**config.mk**
```make
export PLATFORM = sky130hd
export DESIGN_NAME = kdt_ctrl
export DESIGN_NICKNAME = d
export VERILOG_FILES = /design/src/kdt_pkg.sv /design/src/kdt_ctrl.sv
export SDC_FILE = /design/constraint.sdc
export NUM_CORES = 1
export LEC_CHECK = 0
export ABC_AREA = 1
export BUFFER_PORTS_ARGS = -buffer_cell sky130_fd_sc_hd__buf_2
export CORE_MARGIN = 3
export CORE_UTILIZATION = 35
export DETAILED_ROUTE_END_ITERATION = 8
export GPL_TIMING_DRIVEN = 0
export PLACE_DENSITY = 0.65
export SLEW_MARGIN = 20
export SYNTH_ARGS = -nofsm -noshare
export SYNTH_HDL_FRONTEND = slang
export SYNTH_SLANG_ARGS = --single-unit
```
**constraint.sdc**
```tcl
create_clock -name clk -period 3.7 [get_ports clk]
set_input_delay 1.11 -clock clk [delete_from_list [all_inputs] [get_ports clk]]
set_output_delay 1.11 -clock clk [all_outputs]
set_load 0.03 [all_outputs]
```
**src/kdt_pkg.sv**
```systemverilog
// Shared types, constants and codes for the kd-tree ray traversal block.
`timescale 1ns / 1ps
package kdt_pkg;

    localparam int NODE_COUNT  = 4096;
    localparam int STACK_DEPTH = 64;
    localparam int FRAC_BITS   = 16;

    localparam int NODE_AW     = $clog2(NODE_COUNT);
    localparam int STACK_AW    = $clog2(STACK_DEPTH);
    localparam int CNT_W       = $clog2(STACK_DEPTH + 1);
    localparam int VISIT_LIMIT = 2 * NODE_COUNT + 2 * STACK_DEPTH;
    localparam int STEP_W      = $clog2(VISIT_LIMIT + 1);
    localparam int DIV_STEPS   = 2 * FRAC_BITS;
    localparam int DIV_CW      = $clog2(DIV_STEPS + 1);
    localparam int QUOT_W      = DIV_STEPS + 1;

    localparam logic [1:0] CMD_NODE   = 2'd0;
    localparam logic [1:0] CMD_ORIGIN = 2'd1;
    localparam logic [1:0] CMD_TRACE  = 2'd2;

    localparam logic [1:0] AXIS_LEAF  = 2'd3;

    localparam logic [2:0] REG_THRESHOLD = 3'd0;
    localparam logic [2:0] REG_ROOT_NODE = 3'd1;
    localparam logic [2:0] REG_BOX_MIN_X = 3'd2;
    localparam logic [2:0] REG_BOX_MIN_Y = 3'd3;
    localparam logic [2:0] REG_BOX_MIN_Z = 3'd4;
    localparam logic [2:0] REG_BOX_MAX_X = 3'd5;
    localparam logic [2:0] REG_BOX_MAX_Y = 3'd6;
    localparam logic [2:0] REG_BOX_MAX_Z = 3'd7;

    typedef struct packed {
        logic [1:0]         cmd;
        logic [11:0]        node_index;
        logic [11:0]        left_child;
        logic [11:0]        right_child;
        logic [1:0]         split_axis;
        logic signed [31:0] split_pos;
        logic [15:0]        value_min;
        logic [15:0]        value_max;
        logic signed [31:0] vec_x;
        logic signed [31:0] vec_y;
        logic signed [31:0] vec_z;
    } in_item_t;

    typedef struct packed {
        logic [15:0] hit_value;
        logic        stack_overflow;
    } out_item_t;

    typedef struct packed {
        logic [11:0]        right;
        logic [11:0]        left;
        logic [1:0]         axis;
        logic signed [31:0] split;
        logic [15:0]        vmax;
        logic [15:0]        vmin;
    } node_word_t;

    typedef struct packed {
        logic signed [31:0] hi;
        logic signed [31:0] lo;
        logic [11:0]        node;
    } stack_word_t;

    typedef struct packed {
        logic       in_take;
        logic [1:0] axis;
        logic       div_init;
        logic       div_step;
        logic       div_lead;
        logic       div_store;
        logic       mul_split;
        logic       mul_hi;
        logic       mul_load;
        logic       mul_prod;
        logic       mul_shift;
        logic       clip_apply;
        logic       clamp_init;
        logic       fetch;
        logic       decide;
        logic       pop_read;
        logic       pop_load;
        logic       out_load;
        logic       out_hit;
    } dp_cmd_t;

    typedef struct packed {
        logic div_zero;
        logic skip;
        logic leaf;
        logic stack_empty;
        logic step_over;
    } dp_status_t;

endpackage

```
**src/kdt_ctrl.sv**
```systemverilog
// Controller: sequences reciprocals, box clipping and the tree walk.
`timescale 1ns / 1ps
module kdt_ctrl (
    input  logic                clk,
    input  logic                rst_n,
    input  logic                in_valid,
    input  logic [1:0]          in_cmd,
    output logic                in_stall,
    output logic                out_valid,
    input  logic                out_stall,
    output kdt_pkg::dp_cmd_t    cmd,
    input  kdt_pkg::dp_status_t status
);

    localparam logic [3:0] S_IDLE      = 4'd0;
    localparam logic [3:0] S_DIV_INIT  = 4'd1;
    localparam logic [3:0] S_DIV_RUN   = 4'd2;
    localparam logic [3:0] S_DIV_STORE = 4'd3;
    localparam logic [3:0] S_MUL_LOAD  = 4'd4;
    localparam logic [3:0] S_MUL_PROD  = 4'd5;
    localparam logic [3:0] S_MUL_SHIFT = 4'd6;
    localparam logic [3:0] S_CLIP      = 4'd7;
    localparam logic [3:0] S_CLAMP     = 4'd8;
    localparam logic [3:0] S_FETCH     = 4'd9;
    localparam logic [3:0] S_NODE      = 4'd10;
    localparam logic [3:0] S_DECIDE    = 4'd11;
    localparam logic [3:0] S_POP       = 4'd12;
    localparam logic [3:0] S_POP_LOAD  = 4'd13;
    localparam logic [3:0] S_DONE      = 4'd14;

    logic [3:0]                  state_reg, state_next;
    logic [kdt_pkg::DIV_CW-1:0]  cnt_reg, cnt_next;
    logic [2:0]                  j_reg, j_next;
    logic                        mode_reg, mode_next;
    logic                        hit_reg, hit_next;
    logic                        out_valid_reg, out_valid_next;

    always_comb
    begin
        state_next     = state_reg;
        cnt_next       = cnt_reg;
        j_next         = j_reg;
        mode_next      = mode_reg;
        hit_next       = hit_reg;
        cmd            = '0;
        cmd.mul_split  = mode_reg;
        cmd.mul_hi     = j_reg[0];
        cmd.axis       = (state_reg inside {S_DIV_INIT, S_DIV_RUN, S_DIV_STORE})
                         ? j_reg[1:0] : j_reg[2:1];
        in_stall       = 1'b1;

        case (state_reg)
            S_IDLE:
            begin
                in_stall = 1'b0;
                if (in_valid)
                begin
                    cmd.in_take = 1'b1;
                    if (in_cmd == kdt_pkg::CMD_TRACE)
                    begin
                        j_next     = '0;
                        mode_next  = 1'b0;
                        state_next = S_DIV_INIT;
                    end
                end
            end
            S_DIV_INIT:
            begin
                if (status.div_zero)
                begin
                    state_next = S_DIV_STORE;
                end
                else
                begin
                    cmd.div_init = 1'b1;
                    cnt_next     = kdt_pkg::DIV_CW'(kdt_pkg::DIV_STEPS);
                    state_next   = S_DIV_RUN;
                end
            end
            S_DIV_RUN:
            begin
                cmd.div_step = 1'b1;
                cmd.div_lead = (cnt_reg == kdt_pkg::DIV_CW'(kdt_pkg::DIV_STEPS));
                if (cnt_reg == '0)
                begin
                    state_next = S_DIV_STORE;
                end
                else
                begin
                    cnt_next = cnt_reg - 1'b1;
                end
            end
            S_DIV_STORE:
            begin
                cmd.div_store = 1'b1;
                if (j_reg == 3'd2)
                begin
                    j_next     = '0;
                    state_next = S_MUL_LOAD;
                end
                else
                begin
                    j_next     = j_reg + 1'b1;
                    state_next = S_DIV_INIT;
                end
            end
            S_MUL_LOAD:
            begin
                cmd.mul_load = 1'b1;
                state_next   = S_MUL_PROD;
            end
            S_MUL_PROD:
            begin
                cmd.mul_prod = 1'b1;
                state_next   = S_MUL_SHIFT;
            end
            S_MUL_SHIFT:
            begin
                cmd.mul_shift = 1'b1;
                state_next    = mode_reg ? S_DECIDE : S_CLIP;
            end
            S_CLIP:
            begin
                cmd.clip_apply = 1'b1;
                if (j_reg == 3'd5)
                begin
                    state_next = S_CLAMP;
                end
                else
                begin
                    j_next     = j_reg + 1'b1;
                    state_next = S_MUL_LOAD;
                end
            end
            S_CLAMP:
            begin
                cmd.clamp_init = 1'b1;
                mode_next      = 1'b1;
                state_next     = S_FETCH;
            end
            S_FETCH:
            begin
                if (status.step_over)
                begin
                    hit_next   = 1'b0;
                    state_next = S_DONE;
                end
                else
                begin
                    cmd.fetch  = 1'b1;
                    state_next = S_NODE;
                end
            end
            S_NODE:
            begin
                if (status.skip)
                begin
                    if (status.stack_empty)
                    begin
                        hit_next   = 1'b0;
                        state_next = S_DONE;
                    end
                    else
                    begin
                        state_next = S_POP;
                    end
                end
                else if (status.leaf)
                begin
                    hit_next   = 1'b1;
                    state_next = S_DONE;
                end
                else
                begin
                    state_next = S_MUL_LOAD;
                end
            end
            S_DECIDE:
            begin
                cmd.decide = 1'b1;
                state_next = S_FETCH;
            end
            S_POP:
            begin
                cmd.pop_read = 1'b1;
                state_next   = S_POP_LOAD;
            end
            S_POP_LOAD:
            begin
                cmd.pop_load = 1'b1;
                state_next   = S_FETCH;
            end
            S_DONE:
            begin
                if (!out_valid_reg || !out_stall)
                begin
                    cmd.out_load = 1'b1;
                    cmd.out_hit  = hit_reg;
                    state_next   = S_IDLE;
                end
            end
            default:
            begin
                state_next = S_IDLE;
            end
        endcase
    end

    always_comb
    begin
        out_valid_next = out_valid_reg;
        if (cmd.out_load)
        begin
            out_valid_next = 1'b1;
        end
        else if (out_valid_reg && !out_stall)
        begin
            out_valid_next = 1'b0;
        end
    end

    always_ff @(posedge clk or negedge rst_n)
    begin
        if (!rst_n)
        begin
            state_reg     <= S_IDLE;
            cnt_reg       <= '0;
            j_reg         <= '0;
            mode_reg      <= 1'b0;
            hit_reg       <= 1'b0;
            out_valid_reg <= 1'b0;
        end
        else
        begin
            state_reg     <= state_next;
            cnt_reg       <= cnt_next;
            j_reg         <= j_next;
            mode_reg      <= mode_next;
            hit_reg       <= hit_next;
            out_valid_reg <= out_valid_next;
        end
    end

    assign out_valid = out_valid_reg;

    // a waiting result is never overwritten
    a_no_overwrite: assert property (@(posedge clk) disable iff (!rst_n)
        cmd.out_load |-> !(out_valid_reg && out_stall))
        else $error("result overwritten while stalled");

    // a trace transfer starts the reciprocal sequence
    a_trace_start: assert property (@(posedge clk) disable iff (!rst_n)
        (in_valid && !in_stall && (in_cmd == kdt_pkg::CMD_TRACE)) |=>
        (state_reg == S_DIV_INIT))
        else $error("trace did not start");

    // pops only from a non-empty stack
    a_pop_nonempty: assert property (@(posedge clk) disable iff (!rst_n)
        cmd.pop_read |-> !status.stack_empty)
        else $error("pop from empty stack");

endmodule

```
==> results by group <==
Run status
  – Status: finished clean

CTS
  – Clock-pin slew on the worst setup and hold paths: roughly 0.070 ns
  – Postcts setup bufs: 0
  – Clock buffer depth: 2
  – H-tree Lvls: 1
  – Hold Buf Count CTS: 0
  – Post-CTS Resized: 0
  – Root Buffer: clkbuf_8
  – Clock tree sinks: 16
  – Worst-Skew Late Latency: 0.26 ns
  – CTS tree: built
  – CTS Buf Count: 3

STA
  – Tcrit/Tclk final: 76.9%
  – Max-slew headroom: about three quarters
  – Final Hold Viols: 0
  – Final WS setup: around 0.86 ns
  – Final setup violation count: 0
  – RSZ-0062 raised after global routing: no
  – Worst slew pin tran: around 0.38 ns
  – Pins Over Slew Limit: 0
  – Final setup TNS: 0 ns
  – Minimum clock period: 2.84 ns
  – Max Clk Rate: around 350 MHz
  – Final Skew: approximately 0.0075 ns

Final layout
  – Nets: 279
  – Share of cells above drive strength 1: 22.1%
  – Fin cells: between 300 and 400
  – Number of fill cells: 430
  – Number of diodes: 0
  – Area Growth Syn to Fin: 20.0%
  – Number of flip-flops in the largest register: 6

Floorplan
  – Starting Density: 37.1%
  – Die width: ~69 um
  – Die extent in y: a little under 70 um
  – Die ar.: approximately 4700 um2
  – IO Pins: 33
  – Row cnt: 22
  – Core area: between 3000 and 4000 um2

Global routing
  – Vias in the first global route: ~1200
  – Largest net degree at the start of global routing: 17
  – Gr usage total: between 10% and 20%
  – First-pass GRT wire length: 5240 um
  – Initial antenna violation count: 0
  – Total grt overflow: 0

Logic synthesis
  – Synth top area cells: dfrtp_1 (29%), nand2_1 (23%), inv_1 (8.7%), nor2_1 (8.7%), nand3_1 (5.8%)
  – Syn Area/Cell: slightly above 6 um2
  – Cell Area, Synth: around 1400 um2
  – Post-Syn Instances: roughly 230
  – Flops & latches, synth: 16
  – Simple-Gate Fraction of Synth Area: between 40% and 50%
  – Synth area leader: dfrtp_1
  – Synthesized Nets: around 240
  – Main combinational cell family by area after synthesis: simple AND/OR/NAND/NOR gates
  – Post-synthesis adder-cell area fraction: under 10%
  – Synth Area in XOR/XNOR: between 1 and 1.5%
  – Synth top area share: 29.0%
  – Compound-gate portion of the synthesized area: 4.36%
  – Mux contribution to synthesized area: 0%
  – Sequential-to-total area share from yosys stat: 29.0%
  – Synth warn: 0
  – Synth cell types: 21

Route
  – Via count: ~1400
  – 1st-iter DRT viols: between 40 and 50
  – Final wirelength: 3240 um
  – Post-route ant nets: 0
  – DRC: 0
  – Routed len/inst: 10.5 um
  – 1st-pass router iterations: 4
  – Vias/cell: 4.53

Pwr
  – Pwr dens: between 800 and 900 nW/um2
  – P_leak: 0.00105 uW
  – Max VDD drop: approximately 0.21 mV

Place
  – Dpl cells: between 300 and 400
  – DP HPWL: between 2000 and 3000 um
  – Port Buffer Count: 32
  – GPL Wtd Cong: a little under 0.9
  – DP Worst Slack: about 0.85 ns

Critical path
  – CP arrival: between 1.5 and 2 ns
  – Worst Reg-to-Reg Cells: 7
  – Crit. End Element: output port
  – Worst setup SP type: input port
  – CP Max Fanout: 3
  – WP data required: 2.59 ns
  – Critical path class: input port to output port

Hold path
  – Hold Path Depth: 2
  – Worst min path class: flop to flop

Flow run
  – Max cap viols: 0
cell usage after synthesis (all sizes together):
| library cell | n |
|---|---|
| a21oi | 2 |
| buf | 4 |
| dfrtp | 16 |
| ha | 5 |
| inv | 36 |
| nand2 | 89 |
| nand3 | 16 |
| nand3b | 1 |
| nand4 | 1 |
| nor2 | 41 |
| nor3 | 2 |
| o21ai | 10 |
| or2 | 1 |
| xnor2 | 1 |
| xor2 | 1 |
path summary, 6_finish.rpt:
| path | startpoint | end | slack, ns |
|---|---|---|---|
| setup reg to reg | cnt_reg[0] | cnt_reg[1] | 2.27 |
| hold / removal | hit_reg | hit_reg | 0.49 |
| max in group asynchronous | rst_n | cnt_reg[5] | 2.66 |
| setup / recovery | out_stall | cmd[1] | 0.86 |
| min in group asynchronous | rst_n | state_reg[0] | 0.76 |
| hold reg to reg | hit_reg | hit_reg | 0.49 |
power breakdown:
group / internal, uW / switching (uW) / leakage [uW]
clock: 94.6 / 67.0 / 0.0000288
combinational: 277 / 569 / 0.000811
sequential: 242 / 89.3 / 0.000210
total: 614 / 725 / 0.00105
stage by stage:
stage                     util (%)  hold slack [ns]  total power [uW]  cell area (um2)
final                         44.5            0.494              1340             1650
after global routing          44.5            0.511              1480             1650
after CTS                     44.5            0.493              1350             1650
after detailed placement      43.0            0.474              1180             1600
after global placement        43.0            0.475              1170             1600
after floorplan                  -            0.442               991             1380
per-layer routing:
layer | share of wire, % | GRT usage (%)
met5 | 0 | 0
met3 | 3.4 | 1.46
met4 | 1.2 | 3.65
met1 | 49 | 21.0
met2 | 46 | 23.4
kinds of logic after synthesis:
kind of cell             after synthesis
adder cells (fa/ha/maj)                5
buffers and inverters                 40
XOR/XNOR                               2
AO/OA/AOI/OAI                         12
AND/OR/NAND/NOR                      151
flip-flops                            16
layout by cell type (no fill, tap or decap), types with 3 or more instances in the layout:
master / count
ha_1: 5
inv_1: 32
nand3_1: 16
o21ai_0: 9
nand2_1: 84
nor2_1: 32
nor2_4: 6
dfrtp_1: 16
buf_4: 4
nand2_2: 3
clkbuf_8: 4
buf_2: 32
inv_2: 4
nor2_2: 3
worst max-delay path, cell delays in order:
cell and delay, ns:
buf_2 0.10, nand2_1 0.08, inv_1 0.07, nor2_1 0.10, buf_4 0.10, buf_2 0.18
layout make-up:
type                            instances  area (um2)  area share, %
Sequential cell                        16         400           24.2
Buffer                                  4        30.0           1.82
Timing Repair Buffer                   32         160           9.68
Inverter                               36         135           8.17
Multi-Input combinational cell        170         813           49.2
Clock buffer                            4        55.1           3.33
Tap cell                               48        60.1           3.63
No activity file was read; power rests on OpenSTA's default activity.
